===== src/sv/edd_pkg.sv =====
// Shared types and constants for the 1-bit error-diffusion dither.
// No dependencies; every other file of the block but edd_ram uses it.
`timescale 1ns / 1ps

package edd_pkg;

  localparam int PIX_W      = 8;   // gray pixel
  localparam int LVL_W      = 8;   // output level registers
  localparam int RW_W       = 10;  // row width register
  localparam int ERR_W      = 10;  // stored error, signed
  localparam int SUM_W      = 14;  // neighbor sum, signed
  localparam int INT_W      = 12;  // corrected intensity and raw error, signed
  localparam int BYTE_W     = 8;
  localparam int CNT_W      = 3;
  localparam int CFG_IDX_W  = 2;
  localparam int CFG_DATA_W = 10;

  localparam logic signed [INT_W-1:0] ERR_MIN = -12'sd512;
  localparam logic signed [INT_W-1:0] ERR_MAX = 12'sd511;
  localparam logic [LVL_W:0]          LVL_FULL = 9'd256;

  typedef enum logic [CFG_IDX_W-1:0] {
    CFG_LEVEL_HIGH = 2'd0,
    CFG_LEVEL_LOW  = 2'd1,
    CFG_INVERT     = 2'd2,
    CFG_ROW_WIDTH  = 2'd3
  } cfg_idx_e;

  // Effective levels after the "high of zero" rule.
  typedef struct packed {
    logic [LVL_W:0]   hi;
    logic [LVL_W-1:0] lo;
    logic [LVL_W:0]   thr;
    logic             invert;
  } levels_t;

  // Neighbor errors, already masked at the image and row edges.
  typedef struct packed {
    logic signed [ERR_W-1:0] ul;
    logic signed [ERR_W-1:0] up;
    logic signed [ERR_W-1:0] ur;
    logic signed [ERR_W-1:0] lf;
  } nbr_t;

  // One dithered bit handed to the packer.
  typedef struct packed {
    logic vld;
    logic dbit;
    logic last;
  } pk_ctrl_t;

endpackage


===== src/sv/edd_byte_if.sv =====
// Packed output channel: valid/ready with eight dithered bits and row end.
// Uses edd_pkg for the payload width.
`timescale 1ns / 1ps

interface edd_byte_if;
  logic                      valid;
  logic                      ready;
  logic [edd_pkg::BYTE_W-1:0] packed_bits;
  logic                      row_end;

  modport source (output valid, output packed_bits, output row_end, input ready);
  modport sink   (input valid, input packed_bits, input row_end, output ready);
endinterface


===== src/sv/edd_packer.sv =====
// Bit packer and output register: gathers bits MSB-first, flushes on row end.
// Depends on edd_pkg and edd_byte_if.
`timescale 1ns / 1ps

module edd_packer (
  input  logic              clk_i,
  input  logic              rst_ni,
  input  edd_pkg::pk_ctrl_t ctl_i,
  output logic              take_o,
  edd_byte_if.source        byte_o
);

  logic [edd_pkg::BYTE_W-1:0] acc_q, acc_n, out_bits_q;
  logic [edd_pkg::CNT_W-1:0]  cnt_q;
  logic [edd_pkg::CNT_W:0]    cnt_n, sh;
  logic                       out_vld_q, out_end_q;
  logic                       emit, ld;

  assign acc_n = {acc_q[edd_pkg::BYTE_W-2:0], ctl_i.dbit};
  assign cnt_n = {1'b0, cnt_q} + 1'b1;
  assign sh    = (edd_pkg::CNT_W+1)'(edd_pkg::BYTE_W) - cnt_n;
  assign emit  = ctl_i.last || (cnt_q == {edd_pkg::CNT_W{1'b1}});
  // a bit that completes a byte needs the output register free
  assign take_o = !emit || !out_vld_q || byte_o.ready;
  assign ld     = ctl_i.vld && emit;

  always_ff @(posedge clk_i or negedge rst_ni) begin
    if (!rst_ni) begin
      acc_q     <= '0;
      cnt_q     <= '0;
      out_vld_q <= 1'b0;
    end else begin
      if (ctl_i.vld) begin
        if (emit) begin
          acc_q <= '0;
          cnt_q <= '0;
        end else begin
          acc_q <= acc_n;
          cnt_q <= edd_pkg::CNT_W'(cnt_n);
        end
      end
      if (ld) begin
        out_vld_q <= 1'b1;
      end else if (byte_o.ready) begin
        out_vld_q <= 1'b0;
      end
    end
  end

  always_ff @(posedge clk_i) begin
    if (ld) begin
      out_bits_q <= acc_n << sh;   // left-align a partial byte
      out_end_q  <= ctl_i.last;
    end
  end

  assign byte_o.valid       = out_vld_q;
  assign byte_o.packed_bits = out_bits_q;
  assign byte_o.row_end     = out_end_q;

  a_flush_clears: assert property (@(posedge clk_i) disable iff (!rst_ni)
    ld |=> (cnt_q == '0) && (acc_q == '0))
    else $error("packer state not cleared after byte transfer");

endmodule


===== src/flat_wrapper.sv =====
// flat-port wrapper written by rule: the top's interface ports become plain ports
module edd_packer_flat 
  (clk_i, rst_ni, ctl_i, take_o, byte_o_valid, byte_o_packed_bits, byte_o_row_end, byte_o_ready);
  edd_byte_if byte_o_i ();
  input  logic clk_i;
  input  logic rst_ni;
  input  edd_pkg::pk_ctrl_t ctl_i;
  output logic take_o;
  output wire logic [$bits(byte_o_i.valid)-1:0] byte_o_valid;
  output wire logic [$bits(byte_o_i.packed_bits)-1:0] byte_o_packed_bits;
  output wire logic [$bits(byte_o_i.row_end)-1:0] byte_o_row_end;
  input wire logic [$bits(byte_o_i.ready)-1:0] byte_o_ready;
  assign byte_o_valid = byte_o_i.valid;
  assign byte_o_packed_bits = byte_o_i.packed_bits;
  assign byte_o_row_end = byte_o_i.row_end;
  assign byte_o_i.ready = byte_o_ready;
  edd_packer u_core (.clk_i(clk_i), .rst_ni(rst_ni), .ctl_i(ctl_i), .take_o(take_o), .byte_o(byte_o_i));
endmodule

===== config.mk =====
export PLATFORM = sky130hd
export DESIGN_NAME = edd_packer_flat
export DESIGN_NICKNAME = d
export VERILOG_FILES = /design/src/sv/edd_pkg.sv /design/src/sv/edd_byte_if.sv /design/src/sv/edd_packer.sv /design/src/flat_wrapper.sv
export SDC_FILE = /design/constraint.sdc
export NUM_CORES = 1
export LEC_CHECK = 0
export ABC_CLOCK_PERIOD_IN_PS = 2400
export BUFFER_PORTS_ARGS = -buffer_cell sky130_fd_sc_hd__buf_4
export CORE_MARGIN = 2
export CORE_UTILIZATION = 54
export DETAILED_ROUTE_END_ITERATION = 10
export PLACE_DENSITY_LB_ADDON = 0.05
export SLEW_MARGIN = 20
export SYNTH_ARGS = -nofsm -noshare
export SYNTH_HDL_FRONTEND = slang
export SYNTH_SLANG_ARGS = --single-unit
export TNS_END_PERCENT = 10

===== constraint.sdc =====
create_clock -name clk_i -period 2.4 [get_ports clk_i]
set_input_delay 0.48 -clock clk_i [delete_from_list [all_inputs] [get_ports clk_i]]
set_output_delay 0.48 -clock clk_i [all_outputs]
set_load 0.02 [all_outputs]

=== Yosys cells after proc, flatten, opt, wreduce, memory -nomap -nowiden ===
Cells that the tools add are included.

* Muxes and demuxes: 4
* Equality and inequality tests: 1
* Shifts and indexed selects: 1
* Reductions and logical operators: 7
* Add/subtract/negate cells: 2

{| class="wikitable"
|+ Operators by type and width
! kind !! count
|-
| $shl 8x4->8 || 1
|-
| $mux 7 || 1
|-
| $add 3x1->4 const B || 1
|-
| $sub 4x4->4 const A || 1
|-
| $eq 3x3->1 const B || 1
|-
| $logic_or 1x1->1 || 3
|-
| $mux 3 || 1
|-
| $logic_not 1->1 || 2
|-
| $mux 1 || 2
|-
| $reduce_bool 2->1 || 1
|-
| $logic_and 1x1->1 || 1
|}

* Word-level logic and storage cells: 20
* Output and inout bits: 11
* Bits in registers: 20
* Input bits: 6

=== Longest topological paths before layout ===
* Depth in word-level cells: 5
* Gate-level depth with buffers: 5
* Gate-level depth less buffers: 5

=== Worst setup path before layout ===
OpenSTA, ideal clock, no wires.

* Kind: register -> register
* Start point: register u_core.cnt_q[1] in the netlist's numbering
* End point: register u_core.out_bits_q, in the netlist u_core.byte_o.packed_bits[7], data pin
* Stages on the path, launching flop included: 6
* Period minus slack after synthesis: 1.898 ns
* Data required time: 2.131 ns
* Setup slack: 0.502 ns
* Library setup time: 0.269 ns
* Arrival: 1.630 ns
* Path buffers: 1
* Cells stage by stage: dfrtp_1 ha_1 buf_4 mux4_2 mux2i_1 nor2_1

* Word-level cells in the longest chain between the ends: 3

{| class="wikitable"
|+ RTL lines
! element !! line !! text
|-
| start, declared || edd_packer.sv:14 || <nowiki>logic [edd_pkg::CNT_W-1:0] cnt_q;</nowiki>
|-
| start signal, assigned || edd_packer.sv:39 || <nowiki>cnt_q <= edd_pkg::CNT_W'(cnt_n);</nowiki>
|-
| $add 3x1->4 || edd_packer.sv:20 || <nowiki>assign cnt_n = {1'b0, cnt_q} + 1'b1;</nowiki>
|-
| $sub 4x4->4 || edd_packer.sv:21 || <nowiki>assign sh = (edd_pkg::CNT_W+1)'(edd_pkg::BYTE_W) - cnt_n;</nowiki>
|-
| $shl 8x4->8 || edd_packer.sv:52 || <nowiki>out_bits_q <= acc_n << sh;</nowiki>
|-
| end signal, assigned || edd_packer.sv:52 ||
|-
| end, declared || edd_packer.sv:13 || <nowiki>logic [edd_pkg::BYTE_W-1:0] acc_q, acc_n, out_bits_q;</nowiki>
|}

No other way between the ends.
A chain may end at the register's enable or synchronous reset.

=== Worst setup path in the final report ===
Ends and elaborated chain as after synthesis.

==> metrics.txt <==
status completed; Cell Rows 16; period utilisation layout roughly nine tenths; vias in the first global route just over 700; largest net degree at the start of global routing 15; Synth warnings 0; Sink Count 20; TritonCTS clock tree built; Worst-path clk slew 0.11 ns; post-synth net total 99; Synth Register Bits 20; RSZ-0062 raised after global routing no; hold_sp ctl_i[0]; DP Wirelength 1410 microns; initial core utilization 55.6%; htree depth 1; total CTS buffers 3; Avg Inst Size Synth 11.9 sq um; skew final 0.00564 ns; share of cells above drive strength 1 24.8%; clk root buf clkbuf_4; Critical Path Source Type flip-flop; reg2reg path depth 4; cell area after synthesis 1070 sq um; worst relative slew slack 67.0%; worst skew pair latency 0.29 ns; drt wl/cell 13.5 microns; die width 48.5 microns; port bufs 16; worst hold path type input pin to flip-flop; Crit Path Class flip-flop to flip-flop; Critical Path Sink u_core.byte_o.packed_bits[7]$_SDFFCE_PP0P_; Post-Place Cell Area 1210 sq um; Max VDD drop 0.366 mV; # Post-CTS Setup Buffers 0; Achievable Freq 469 MHz; P&R area growth vs syn 17.0%; # DRC 0; critical path data required time 2.44 ns; clk buf depth 2; Non-Filler Instances roughly 140; via/cell ratio 5.48; Final min period 2.13 ns; worst slew pin tran 0.490 ns; Setup Viol. Count Final 0; final hold viol count 0; diode count 0; Finished Core Util 65.0%; CP startpoint u_core.cnt_q[1]$_DFFE_PN0P_; Max-Cap Viols 0; max-slew violations 0; Inst Count DP 131; most frequent cells in the layout buf_4 (17), inv_1 (13), dfrtp_1 (11); gpl congestion approximately 0.80; Most used DFF post-synth dfrtp_1; reg-to-reg startpoint u_core.cnt_q[1]$_DFFE_PN0P_; crit path DAT roughly 2.2 ns; Overall Global Routing Usage 17.1%; total vias in the final route 745; CORE AREA 1920 sq um; Synth async-reset ratio a little under three fifths; Ports 17; reg2reg end u_core.byte_o.packed_bits[7]$_SDFFCE_PP0P_; Resize count post-CTS 0; Post-Synthesis Cells 90; Die Span Y between 40 and 50 microns; PwrDens 626 nW/um^2; Lkg Pwr roughly 0.51 nW; setup tns final 0 ns; commonest non-fill, non-tap cell in the layout buf_4; CP Capture Type flip-flop; Filler cells 163; Final WS setup 0.266 ns; Layout Nets approximately 120; Total Wirelength about 1800 microns; Post-synth EDFFs 9; Die Area 2350 sq um; synth unique cells 31; First DRT Iteration DRCs 10; dpl ws approximately 0.29 ns; Design Power a little under 0.8 mW; setup slack, reg-to-reg 0.27 ns; worst-path fanout max 14; antenna violations before repair 0; GRT overflow 0; post-route ant nets 0; post-route design area roughly 1200 sq um; DRT Pass-1 Iters 4; register area share after synthesis 51.1%; worst hold margin 0.383 ns; first-pass GRT wire length approximately 3100 microns
flip-flops by register name (all words and copies together) (netlist names):
signal and count:
u_core.byte_o.packed_bits 8, u_core.byte_o.valid 1, u_core.cnt_q 3, u_core.acc_q 7, u_core.byte_o.row_end 1
area by class of cell:
type	instances	area, sq um	area share (%)
Sequential cell	20	546	43.6
Inverter	13	48.8	3.90
Tap cell	27	33.8	2.70
Timing Repair Buffer	18	138	11.0
Clock buffer	4	26.3	2.10
Multi-Input combinational cell	54	458	36.6
what timing repair did:
action / 4_1_cts / 5_1_grt
setup endpoints to repair: 0 / 0
hold endpoints to repair: 11 / 0
hold buffers: 1 / 0
Yosys cell counts (all sizes together) (2+ instances only):
cell type | n | share of area, %
a211oi | 5 | 3.5
dfrtp | 11 | 26
o22ai | 6 | 3.5
mux2i | 2 | 1.9
o211ai | 2 | 1.4
a22oi | 2 | 1.4
nor3b | 2 | 1.4
a211o | 2 | 1.6
mux4 | 4 | 8.4
buf | 2 | 1.2
edfxtp | 9 | 25
nor2b | 2 | 1.2
nand2 | 6 | 2.1
o21ai | 3 | 1.4
mux2 | 2 | 2.1
inv | 13 | 4.6
ha | 3 | 3.5
a2111oi | 2 | 1.8
nor2 | 2 | 0.70
metal layers:
metal  track usage (%)  up-vias  wire length (microns)  share of wire [%]
li1                  -      374                      -                  -
met1              22.5      355                    862                 47
met2              28.5       12                    897                 49
met3              2.47        4                     46                2.5
met4              7.14        0                     27                1.5
met5                 0        -                      0                  0
worst min-delay path by stage:
stage / endpoint / slack, ns / cells past startpoint
6_report: u_core.byte_o.row_end$_DFFE_PP_ / 0.38 / 1
5_1_grt: u_core.byte_o.row_end$_DFFE_PP_ / 0.37 / 1
4_1_cts: u_core.byte_o.row_end$_DFFE_PP_ / 0.37 / 1
3_5_place_dp: u_core.cnt_q[2]$_DFFE_PN0P_ / 0.32 / 1
3_3_place_gp: u_core.byte_o.valid$_DFFE_PN0P_ / 0.32 / 1
2_1_floorplan: u_core.acc_q[0]$_DFFE_PN0P_ / 0.18 / 0
cells by family after synthesis:
kind of cell,count (synthesis),synth area share (%)
AND/OR/NAND/NOR,15,7.14
XOR/XNOR,1,1.52
adder cells (fa/ha/maj),3,3.51
multiplexers,8,12.4
buffers and inverters,16,6.09
flip-flops,20,51.1
AO/OA/AOI/OAI,27,18.3
report_power, final:
group	internal (mW)	switching, mW	leakage, nW	total, mW
sequential	0.387	0.0200	0.235	0.407
combinational	0.0965	0.115	0.258	0.211
clock	0.0646	0.0988	0.0150	0.163
total	0.549	0.233	0.508	0.782
critical path, stage by stage (launching register included):
cell     delay [ns]
dfrtp_1        0.47
ha_1           0.61
mux4_2         0.59
mux2i_1        0.16
nor2_1         0.05
(Power assumes the default switching activity.)
