File: src/sv/edd_pkg.sv
// Shared types and constants for the 1-bit error-diffusion dither.
// No dependencies; every other file of the block but edd_ram uses it.
`timescale 1ns / 1ps

package edd_pkg;

  localparam int PIX_W      = 8;   // gray pixel
  localparam int LVL_W      = 8;   // output level registers
  localparam int RW_W       = 10;  // row width register
  localparam int ERR_W      = 10;  // stored error, signed
  localparam int SUM_W      = 14;  // neighbor sum, signed
  localparam int INT_W      = 12;  // corrected intensity and raw error, signed
  localparam int BYTE_W     = 8;
  localparam int CNT_W      = 3;
  localparam int CFG_IDX_W  = 2;
  localparam int CFG_DATA_W = 10;

  localparam logic signed [INT_W-1:0] ERR_MIN = -12'sd512;
  localparam logic signed [INT_W-1:0] ERR_MAX = 12'sd511;
  localparam logic [LVL_W:0]          LVL_FULL = 9'd256;

  typedef enum logic [CFG_IDX_W-1:0] {
    CFG_LEVEL_HIGH = 2'd0,
    CFG_LEVEL_LOW  = 2'd1,
    CFG_INVERT     = 2'd2,
    CFG_ROW_WIDTH  = 2'd3
  } cfg_idx_e;

  // Effective levels after the "high of zero" rule.
  typedef struct packed {
    logic [LVL_W:0]   hi;
    logic [LVL_W-1:0] lo;
    logic [LVL_W:0]   thr;
    logic             invert;
  } levels_t;

  // Neighbor errors, already masked at the image and row edges.
  typedef struct packed {
    logic signed [ERR_W-1:0] ul;
    logic signed [ERR_W-1:0] up;
    logic signed [ERR_W-1:0] ur;
    logic signed [ERR_W-1:0] lf;
  } nbr_t;

  // One dithered bit handed to the packer.
  typedef struct packed {
    logic vld;
    logic dbit;
    logic last;
  } pk_ctrl_t;

endpackage

File: src/sv/edd_err_calc.sv
// Error stage arithmetic: weighted neighbor sum, threshold decision, new error.
// Depends on edd_pkg.
`timescale 1ns / 1ps

module edd_err_calc (
  input  edd_pkg::levels_t                    lvl_i,
  input  edd_pkg::nbr_t                       nbr_i,
  input  logic [edd_pkg::PIX_W-1:0]           pixel_i,
  output logic signed [edd_pkg::ERR_W-1:0]    err_o,
  output logic                                bit_o
);

  logic signed [edd_pkg::SUM_W-1:0] ul_x, up_x, ur_x, lf_x, up_lf, sum;
  logic signed [edd_pkg::INT_W-1:0] inten, thr_x, hi_x, lo_x, diff;
  logic                             bright;

  always_comb begin
    ul_x  = edd_pkg::SUM_W'(nbr_i.ul);
    up_x  = edd_pkg::SUM_W'(nbr_i.up);
    ur_x  = edd_pkg::SUM_W'(nbr_i.ur);
    lf_x  = edd_pkg::SUM_W'(nbr_i.lf);
    up_lf = up_x + lf_x;
    sum   = ul_x + ur_x + (up_lf <<< 1) + up_lf;

    // arithmetic shift gives the floor of sum / 8
    inten = edd_pkg::INT_W'(sum >>> 3)
          + $signed({{(edd_pkg::INT_W-edd_pkg::PIX_W){1'b0}}, pixel_i});
    thr_x = $signed({{(edd_pkg::INT_W-edd_pkg::LVL_W-1){1'b0}}, lvl_i.thr});
    hi_x  = $signed({{(edd_pkg::INT_W-edd_pkg::LVL_W-1){1'b0}}, lvl_i.hi});
    lo_x  = $signed({{(edd_pkg::INT_W-edd_pkg::LVL_W){1'b0}}, lvl_i.lo});

    bright = (inten >= thr_x);
    diff   = bright ? (inten - hi_x) : (inten - lo_x);

    if (diff < edd_pkg::ERR_MIN) begin
      err_o = edd_pkg::ERR_W'(edd_pkg::ERR_MIN);
    end else if (diff > edd_pkg::ERR_MAX) begin
      err_o = edd_pkg::ERR_W'(edd_pkg::ERR_MAX);
    end else begin
      err_o = edd_pkg::ERR_W'(diff);
    end

    bit_o = bright ? lvl_i.invert : ~lvl_i.invert;
  end

endmodule

File: config.mk
export PLATFORM = sky130hd
export DESIGN_NAME = edd_err_calc
export DESIGN_NICKNAME = d
export VERILOG_FILES = /design/src/sv/edd_pkg.sv /design/src/sv/edd_err_calc.sv
export SDC_FILE = /design/constraint.sdc
export NUM_CORES = 1
export LEC_CHECK = 0
export ABC_CLOCK_PERIOD_IN_PS = 13800
export BUFFER_PORTS_ARGS = -buffer_cell sky130_fd_sc_hd__buf_4
export CAP_MARGIN = 15
export CELL_PAD_IN_SITES_DETAIL_PLACEMENT = 1
export CELL_PAD_IN_SITES_GLOBAL_PLACEMENT = 1
export CORE_MARGIN = 2
export CORE_UTILIZATION = 43
export DETAILED_ROUTE_END_ITERATION = 16
export PLACE_DENSITY_LB_ADDON = 0.1
export SETUP_SLACK_MARGIN = 0.3
export SYNTH_ARGS = -nofsm -noshare
export SYNTH_HDL_FRONTEND = slang
export SYNTH_SLANG_ARGS = --single-unit
File: constraint.sdc
create_clock -name vclk -period 13.8
set_clock_uncertainty 0.1 [all_clocks]
set_input_delay 0.69 -clock vclk [all_inputs]
set_output_delay 0.69 -clock vclk [all_outputs]
set_load 0.01 [all_outputs]
---- Word-level counts from Yosys, hierarchy flattened ----
Index checks and enable logic that the tools add are counted.
storage, ports and cells
  register bits ........................... 0
  output and inout port bits .............. 11
cells by class
  add/sub/neg operators ................... 7
  magnitude comparators ................... 3
  muxes and demuxes ....................... 4
  bitwise logic cells ..................... 1
operators by type and width
  kind                                                          count
  adder 10 x 10 -> 11 bit                                       2
  2-to-1 mux 10 bit                                             2
  adder 13 x 11 -> 14 bit                                       1
  adder 11 x 12 -> 13 bit                                       1
  adder 11 x 9 -> 12 bit                                        1
  greater-or-equal comparator 12 x 10 -> 1 bit                  1
  > comparator 12 x 10 -> 1 bit, second input constant          1
  less-than comparator 12 x 10 -> 1 bit, second input constant  1
  2-to-1 mux 12 bit                                             1
  subtractor 12 x 10 -> 12 bit                                  1
  subtractor 12 x 9 -> 12 bit                                   1
  2-to-1 mux 1 bit                                              1
  inverter 1 bit                                                1

---- Logic depth before layout (Yosys ltp) ----
Gate-level depths: netlist of the first run.
  word-level depth ........................ 9
  gate-level depth with buffers ........... 43
  gate-level depth less buffers ........... 42

---- Worst setup path after synthesis of the first run ----
OpenSTA, ideal clock, no wires.
  path type ............................... input to output
  start ................................... in nbr_i[0] (netlist name)
  end ..................................... out err_o[0] (netlist name)
  arrival time ............................ 8.733 ns
  path slack .............................. 4.277 ns
  stages on the path ...................... 40
  path buffers ............................ 1
  path through ............................ ha_1 fa_1 a21oi_1 nor2_1 nor2_1 o21bai_1 a21oi_1 xnor2_1 fa_1 fa_1 inv_1 ha_1 o2111ai_1 nand2_1 xor2_1 ha_1 a21o_1 o211ai_1 [... 4 more ...] o21ai_0 o21ai_0 a211oi_1 buf_4 mux2_1 ha_1 inv_1 fa_1 a21oi_1 o211ai_1 o221a_2 nor3_1 and3_1 o211ai_1 and2_4 a221oi_2 nor3b_4 o21ai_1
on the way
  longest elaborated chain between the ends .. 9
  elaborated cells between the ends (all ways) .. 12
  classes of those cells .................. 6 x add/sub; 3 x order compare; 3 x mux
RTL lines
  item                                                 RTL line            source
  start, declared                                      edd_err_calc.sv:7   input edd_pkg::nbr_t nbr_i,
  adder 10 x 10 -> 11 bit (*)                          edd_err_calc.sv:22  up_lf = up_x + lf_x;
  adder 11 x 12 -> 13 bit                              edd_err_calc.sv:23  sum = ul_x + ur_x + (up_lf <<< 1) + up_lf;
  adder 13 x 11 -> 14 bit (*)                          edd_err_calc.sv:23
  adder 11 x 9 -> 12 bit (*)                           edd_err_calc.sv:27  + $signed({{(edd_pkg::INT_W-edd_pkg::PIX_W){1'b0}}, pixel_i});
  subtractor 12 x 9 -> 12 bit (tied with other cells)  edd_err_calc.sv:33  diff = bright ? (inten - hi_x) : (inten - lo_x);
  2-to-1 mux 12 bit (*)                                edd_err_calc.sv:33
  > comparator 12 x 10 -> 1 bit                        edd_err_calc.sv:37  end else if (diff > edd_pkg::ERR_MAX) begin
  2-to-1 mux 10 bit                                    edd_err_calc.sv:37
  2-to-1 mux 10 bit (*)                                edd_err_calc.sv:35  if (diff < edd_pkg::ERR_MIN) begin
  end, declared                                        edd_err_calc.sv:9   output logic signed [edd_pkg::ERR_W-1:0] err_o,
Every way passes the cells marked *; elsewhere a longest branch is shown, timed or not.

---- Final worst setup path of the first run ----
  start ................................... in nbr_i[0] (netlist name)
  end ..................................... out err_o[5] (netlist name)
Same word-level chain as after synthesis.

==> results.txt, run 1 <==
Setup crit end kind - primary output
Max Cap Violations - 0
first-pass GRT wire length - 12.8 mm
Filler Cells Inserted - 849
n_diodes - 0
Syn Nets - 511
post_cts resized - 0
DR WL/cell - 14.0 um
status - completed
cell mode on critical path - ha_1
clock buf count - 0
GRT Total Usage - 20.1%
routed wire length - 7.31 mm
largest net degree at the start of global routing - 11
DR iter-0 viols - 38
1st-pass router iterations - 4
Critical Path Stages - 40
Via density - 5.43
Worst-Margin Slew - 0.740 ns
Final #Nets - 598
fin crit share - 79.5%
Hold/Removal Path Class - in2out
min cycle time layout - 10.97 ns
Fmax - 0.0911 GHz
Setup Buffers After CTS - 0
sequential fraction of the synthesis area - 0%
hold_buf cts - 0
layout cells sized above 1 - 24.3%
CP startpoint kind - input port
Mean Syn Cell Area - 8.19 sq um
largest stage delay on the critical path - 0.52 ns
WHS - 1.56 ns
Arr. time, crit path - 10.18 ns
post-synthesis cell area - 2910 sq um
Sequential Area - 0 sq um
final max-slew violation count - 0
initial antenna violation count - 0
fin cells - 521
Die Width - 86.3 um
CP Launch Point - nbr_i[0]
DRC viols - 0
Rows - 30
Final setup viols - 0
Area Overhead vs Synth - 25.6%
critical path class - in2out
Yosys warnings - 0
required time of the critical path - 13.01 ns
core area - 6680 sq um
setup repair after global routing missed its margin - false
I/O pins - 86
CP top delay family - compound AO/OA/AOI/OAI gates
Setup crit end - err_o[5]
sequential cells - 0
HPWL Detailed - 6.68 mm
Final ANT Viol Nets - 0
Post-Place Worst Slack - 2.86 ns
Post-Place Cells - 521
Die H - 86.3 um
Die Area - 7450 sq um
hold path depth - 3
Final Hold Violating Endpoints - 0
setup slack after layout - 2.83 ns
Slew Limit Headroom - 50.3%
Unique masters post-synth - 53
Cells after Synth - 356
CP max FO - 10
vias in the first global route - 3010
I/O Buffers - 86
critical path's slowest cell - fa_1
gpl congestion - 0.791
Crit path buffers/inverters - 4
setup TNS - 0 ns
via count - 2828
grt ovf - 0
Starting Density - 43.6%
==> cells in the mapped netlist, drive strengths merged (3+ instances only) <==
cell type  instances  share of area (%)
xor2              14                4.7
nor3               9                1.5
xnor2             26                7.8
nor2b              5                1.1
a21o              15                3.9
o21bai             4                1.0
a31o               3               0.90
mux2i              8                2.7
fa                21                 14
inv               55                7.1
nor2              13                1.7
nand3              6                1.2
a21oi             27                4.8
nand2             15                1.9
a211oi             7                2.4
o211ai             4                1.0
o21ai             20                3.4
ha                59                 25
nand2b             4               0.86
a31oi              3               0.64
and3               3               0.69
o21a               4                1.0
==> per-layer routing <==
layer | routed length, um | GRT usage (%) | part of all wire [%]
met4 | 3 | 0 | 0.041
met5 | 0 | 0 | 0
met1 | 3260 | 25.5 | 45
met3 | 231 | 0.381 | 3.2
met2 | 3820 | 40.0 | 52
==> cell usage in the layout, fill, tap and decap left out, types with 3 or more instances in the layout <==
cell / synthesis / layout
a21oi_1: 26 / 26
buf_4: 1 / 87
a31oi_1: 3 / 3
nor3_1: 9 / 9
a211oi_1: 5 / 4
nand3_1: 5 / 5
o21a_1: 4 / 4
nor2_1: 13 / 13
mux2i_1: 8 / 8
o21ai_1: 8 / 8
a21o_1: 15 / 15
inv_1: 55 / 55
nand2b_1: 4 / 4
a31o_2: 3 / 3
nand2_1: 15 / 15
o211ai_1: 4 / 4
o21bai_1: 4 / 4
fa_1: 21 / 21
nor2b_1: 5 / 5
ha_1: 59 / 59
o21ai_0: 12 / 12
xnor2_1: 26 / 26
xor2_1: 12 / 12
==> cell families (layout without fill, tap and decap cells) <==
kind of cell	count (synthesis)	in the layout	share of synthesized area (%)
xor+xnor	40	40	12.5
mux	10	10	3.52
fa+ha+maj	80	80	39.8
compound gates	102	102	24.6
simple gates	67	67	12.1
buf+inv	57	142	7.51
==> worst min path at each step <==
stage	slack [ns]	end	start
floorplan	1.37	bit_o	lvl_i[0]
global placement	1.56	bit_o	lvl_i[0]
detailed placement	1.56	bit_o	lvl_i[0]
CTS	1.56	bit_o	lvl_i[0]
global route	1.57	bit_o	lvl_i[0]
finish	1.56	bit_o	lvl_i[0]
==> per-stage QoR <==
stage                     instance area [sq um]  util, %
after CTS                                  3660     54.8
after floorplan                            2910        -
after global routing                       3660     54.8
final                                      3660     54.8
after detailed placement                   3660     54.8
after global placement                     3660     54.8
==> cell type report <==
type | count | area [sq um] | share of cell area (%)
multi-input cells | 299 | 2700 | 73.8
repair buffers | 87 | 653 | 17.8
inverters | 55 | 206 | 5.64
well taps | 80 | 100 | 2.74
Power of run 1 is left out: the tool's default activity adds up to more than one toggle a clock period on the data nets, which glitch-free logic cannot reach.
==> run 2, diff against run 1 <==
--- a/config.mk
+++ b/config.mk
@@ -5,13 +5,13 @@
 export SDC_FILE = /design/constraint.sdc
 export NUM_CORES = 1
 export LEC_CHECK = 0
-export ABC_CLOCK_PERIOD_IN_PS = 13800
+export ABC_CLOCK_PERIOD_IN_PS = 11050
 export BUFFER_PORTS_ARGS = -buffer_cell sky130_fd_sc_hd__buf_4
 export CAP_MARGIN = 15
 export CELL_PAD_IN_SITES_DETAIL_PLACEMENT = 1
 export CELL_PAD_IN_SITES_GLOBAL_PLACEMENT = 1
 export CORE_MARGIN = 2
-export CORE_UTILIZATION = 43
+export CORE_UTILIZATION = 40
 export DETAILED_ROUTE_END_ITERATION = 16
 export PLACE_DENSITY_LB_ADDON = 0.1
 export SETUP_SLACK_MARGIN = 0.3
==> constraint.sdc (replaced) <==
create_clock -name vclk -period 11.05
set_clock_uncertainty 0.1 [all_clocks]
set_input_delay 0.5525 -clock vclk [all_inputs]
set_output_delay 0.5525 -clock vclk [all_outputs]
set_load 0.01 [all_outputs]
==> run 2 against run 1 <==
Compared with the run above:
- routed wire length is 0.60% lower
- global-route usage decreased by 1.9 points
- final area is 3.2% higher
- count of clock-buffer cells in the layout unchanged
- first-iteration DRC count rose by 2.6%
- sequential share of layout area did not move
- core utilization shrank 1.8 points
- die area rose by 7.1%
- sequential cell count unchanged
==> results.txt, run 2 (synthesized netlist as in run 1, its figures left out) <==
Final ANT Viol Nets - 0 (unchanged)
required time of the critical path - 10.40 ns (was 13.01 ns)
Rows - 31 (was 30)
vias in the first global route - 2816 (was 3010)
status - completed (unchanged)
most common cell after layout, fill and taps aside - buf_4 (unchanged)
Area Overhead vs Synth - 29.6% (was 25.6%)
Die Width - 89.4 um (was 86.3 um)
1st-pass router iterations - 4 (unchanged)
largest stage delay on the critical path - 0.51 ns (was 0.52 ns)
routed wire length - 7.27 mm (was 7.31 mm)
largest net degree at the start of global routing - 10 (was 11)
Filler Cells Inserted - 925 (was 849)
Hold Path End - bit_o (unchanged)
gpl congestion - 0.803 (was 0.791)
CP max FO - 9 (was 10)
Final setup viols - 0 (unchanged)
CP startpoint kind - input port (unchanged)
setup repair after global routing missed its margin - false (unchanged)
Via density - 5.18 (was 5.43)
most frequent cells in the layout - 94 x buf_4, 58 x ha_1, 55 x inv_1 (was 87 x buf_4, 59 x ha_1, 55 x inv_1)
Slew Limit Headroom - 54.2% (was 50.3%)
Sequential Area - 0 sq um (unchanged)
final max-slew violation count - 0 (unchanged)
Min-Delay Startpoint - lvl_i[0] (unchanged)
min cycle time layout - 10.07 ns
setup TNS - 0 ns (unchanged)
core area - 7140 sq um (was 6680 sq um)
critical path class - in2out (unchanged)
Worst-Margin Slew - 0.683 ns (was 0.740 ns)
Setup crit end kind - primary output (unchanged)
DR iter-0 viols - 39 (was 38)
Final Hold Violating Endpoints - 0 (unchanged)
first-pass GRT wire length - 12.2 mm (was 12.8 mm)
hold path depth - 3 (unchanged)
sequential cells - 0 (unchanged)
DR WL/cell - 13.3 um (was 14.0 um)
n_diodes - 0 (unchanged)
Die H - 89.4 um (was 86.3 um)
fin crit share - 91.1%
I/O Buffers - 86 (unchanged)
Fmax - 0.0993 GHz
HPWL Detailed - 6.51 mm (was 6.68 mm)
area of the multi-input gates - 2740 sq um (was 2700 sq um)
grt ovf - 0 (unchanged)
Max Cap Violations - 0 (unchanged)
critical path's slowest cell - fa_1 (unchanged)
Final #Nets - 605 (was 598)
Hold/Removal Path Class - in2out (unchanged)
Die Area - 7980 sq um (was 7450 sq um)
GRT Total Usage - 18.2% (was 20.1%)
DRC viols - 0 (unchanged)
via count - 2836 (was 2828)
initial antenna violation count - 0 (unchanged)
clock buf count - 0 (unchanged)
Arr. time, crit path - 9.41 ns (was 10.18 ns)
Starting Density - 40.8% (was 43.6%)
layout cells sized above 1 - 27.7% (was 24.3%)
I/O pins - 86 (unchanged)
run 2: changes by cell type in the layout (fill, tap and decap cells not counted), moves of 2 or more:
cell	before	now
a21oi_1	26	22
nand2_2	0	2
nand2_1	15	13
buf_4	87	94
a21oi_2	1	5
run 2: how the worst max path moves through the flow:
stage	start	endpoint	slack, ns
floorplan	nbr_i[0]	err_o[0]	1.80
finish	nbr_i[0]	err_o[8]	0.98
CTS	nbr_i[1]	err_o[7]	0.35
detailed placement	nbr_i[1]	err_o[7]	0.39
global placement	nbr_i[1]	err_o[8]	0.68
global route	nbr_i[0]	err_o[8]	0.25
run 2: what timing repair did:
item	in CTS	in global routing
endpoints found under the setup margin	0	10
setup buffers	0	7
hold buffers	0	0
resized for setup	0	11
run 2: metal layers:
metal  vias up  part of all wire, %  GRT usage, %  wire [um]
met5         -                    0             0          0
met4         0                    0          1.36          0
met3         0                  3.5         0.923        255
met2        36                   52          33.6       3760
met1      1366                   45          24.2       3250
li1       1434                    -             -          -
run 2: through the flow:
stage | setup WS (ns) | utilization [%] | hold slack [ns] | instance area (sq um) | cells
after floorplan | 1.80 | - | 1.09 | 2910 | 356
after global placement | 0.679 | 51.6 | 1.29 | 3680 | 540
after detailed placement | 0.388 | 51.6 | 1.28 | 3680 | 540
after CTS | 0.348 | 51.6 | 1.28 | 3680 | 540
after global routing | 0.253 | 52.9 | 1.29 | 3780 | 547
final | 0.984 | 52.9 | 1.28 | 3780 | 547
run 2: final cells by class:
type                            count  area share (%)
Inverter                           55            5.47
Timing Repair Buffer               94            18.7
Tap cell                           99            3.28
Multi-Input combinational cell    299            72.6
run 2: critical path: cells and delay by family:
| kind | cells | cell delay (ns) |
|---|---|---|
| simple gates | 8 | 1.26 |
| xor+xnor | 3 | 0.65 |
| compound gates | 16 | 2.87 |
| fa+ha+maj | 9 | 3.18 |
| buf+inv | 6 | 0.72 |
| mux | 1 | 0.19 |
Power of run 2 is left out for the same reason.
==> run 3, diff against run 2 <==
--- a/config.mk
+++ b/config.mk
@@ -13,6 +13,7 @@
 export CORE_MARGIN = 2
 export CORE_UTILIZATION = 40
 export DETAILED_ROUTE_END_ITERATION = 16
+export MAX_ROUTING_LAYER = met4
 export PLACE_DENSITY_LB_ADDON = 0.1
 export SETUP_SLACK_MARGIN = 0.3
 export SYNTH_ARGS = -nofsm -noshare
==> run 3 against run 2 <==
Compared with the run above:
- sequential share of layout area is the same
- non-clock buffer count shrank 2
- final area shrank 0.13%
- critical path depth grew 3
- routed wire length shrank 0.70%
- sequential cell count is the same
- via count shrank 0.71%
- first-iteration DRC count grew 10%
- core utilization shrank 0.070 points
- worst hold slack gained 0.0048 ns
- highest routed layer unchanged
==> results.txt, run 3 (synthesized netlist as in run 1, its figures left out) <==
status - completed (unchanged)
Rows - 31 (unchanged)
vias in the first global route - 2774 (was 2816)
setup repair after global routing missed its margin - false (unchanged)
hold path depth - 3 (unchanged)
final max-slew violation count - 0 (unchanged)
cell mode on critical path - ha_1
DR WL/cell - 13.2 um (was 13.3 um)
Starting Density - 40.8% (unchanged)
gpl congestion - 0.817 (was 0.803)
CP startpoint kind - input port (unchanged)
most frequent cells in the layout - 92 x buf_4, 58 x ha_1, 55 x inv_1 (was 94 x buf_4, 58 x ha_1, 55 x inv_1)
Critical Path Stages - 46 (was 43)
HPWL Detailed - 6.46 mm (was 6.51 mm)
Area Overhead vs Synth - 29.5% (was 29.6%)
Worst-Margin Slew - 0.778 ns (was 0.683 ns)
Setup crit end kind - primary output (unchanged)
critical path's slowest cell - fa_1 (unchanged)
setup TNS - 0 ns (unchanged)
Final Hold Violating Endpoints - 0 (unchanged)
Final setup viols - 0 (unchanged)
Arr. time, crit path - 9.52 ns (was 9.41 ns)
Sequential Area - 0 sq um (unchanged)
1st-pass router iterations - 4 (unchanged)
n_diodes - 0 (unchanged)
largest stage delay on the critical path - 0.53 ns (was 0.51 ns)
Max Cap Violations - 0 (unchanged)
routed wire length - 7.22 mm (was 7.27 mm)
min cycle time layout - 10.17 ns (was 10.07 ns)
Via density - 5.17 (was 5.18)
initial antenna violation count - 0 (unchanged)
Die H - 89.4 um (unchanged)
final core utilization - 52.9% (about the same)
Crit path buffers/inverters - 7 (was 6)
most common cell after layout, fill and taps aside - buf_4 (unchanged)
area of the multi-input gates - 2750 sq um (was 2740 sq um)
first-pass GRT wire length - 11.7 mm (was 12.2 mm)
core area - 7140 sq um (unchanged)
grt ovf - 0 (unchanged)
hold_buf cts - 0 (unchanged)
Final #Nets - 603 (was 605)
CP top delay family - compound AO/OA/AOI/OAI gates (was adder cells)
Slew Limit Headroom - 47.8% (was 54.2%)
largest net degree at the start of global routing - 10 (unchanged)
Filler Cells Inserted - 895 (was 925)
DRC viols - 0 (unchanged)
required time of the critical path - 10.40 ns (about the same)
layout cells sized above 1 - 27.6% (was 27.7%)
Die Width - 89.4 um (unchanged)
Hold/Removal Path Class - in2out (unchanged)
CP max FO - 9 (unchanged)
sequential cells - 0 (unchanged)
I/O pins - 86 (unchanged)
clock buf count - 0 (unchanged)
Die Area - 7980 sq um (unchanged)
critical path class - in2out (unchanged)
Fmax - 0.0983 GHz (was 0.0993 GHz)
via count - 2816 (was 2836)
Final ANT Viol Nets - 0 (unchanged)
I/O Buffers - 86 (unchanged)
fin crit share - 92.0% (was 91.1%)
GRT Total Usage - 18.0% (was 18.2%)
DR iter-0 viols - 43 (was 39)
-- run 3: changes by cell type in the layout (fill, tap and decap cells not counted) --
| cell | delta |
|---|---|
| a211oi_2 | -1 |
| xnor2_1 | -1 |
| buf_4 | -2 |
| xor2_1 | -1 |
| a211oi_1 | +1 |
| o21ai_0 | -1 |
| o21ai_1 | +1 |
| xor2_2 | +1 |
| xnor2_2 | +1 |
-- run 3: area by class of cell --
cell class	instances	area share [%]
Tap cell	99	3.28
Multi-Input combinational cell	299	72.9
Timing Repair Buffer	92	18.3
Inverter	55	5.47
-- run 3: metal layers --
| layer | vias to the layer above | GRT usage (%) | routed length, um |
|---|---|---|---|
| met1 | 1352 | 22.5 | 3210 |
| met3 | 0 | 0.462 | 212 |
| met5 | - | - | 0 |
| li1 | 1427 | - | - |
| met2 | 37 | 34.1 | 3800 |
| met4 | 0 | 0.543 | 0 |
-- run 3: repair_timing --
action	in CTS	in global routing
pin swaps	1	5
resized for setup	0	13
buffers inserted	0	5
endpoints found under the setup margin	2	10
-- run 3: final timing paths --
kind              slack (ns)     start  endpoint
hold / removal          1.28  lvl_i[0]     bit_o
setup / recovery        0.88  nbr_i[0]  err_o[8]
-- run 3: metrics by stage --
| stage | setup slack (ns) | cells | instance area [sq um] | hold WS, ns |
|---|---|---|---|---|
| 3_5_place_dp | 0.316 | 540 | 3680 | 1.28 |
| 6_report | 0.880 | 545 | 3770 | 1.28 |
| 2_1_floorplan | 1.80 | 356 | 2910 | 1.09 |
| 5_1_grt | 0.214 | 545 | 3770 | 1.30 |
| 4_1_cts | 0.321 | 540 | 3680 | 1.28 |
| 3_3_place_gp | 0.653 | 540 | 3680 | 1.29 |
Power of run 3 is left out for the same reason.
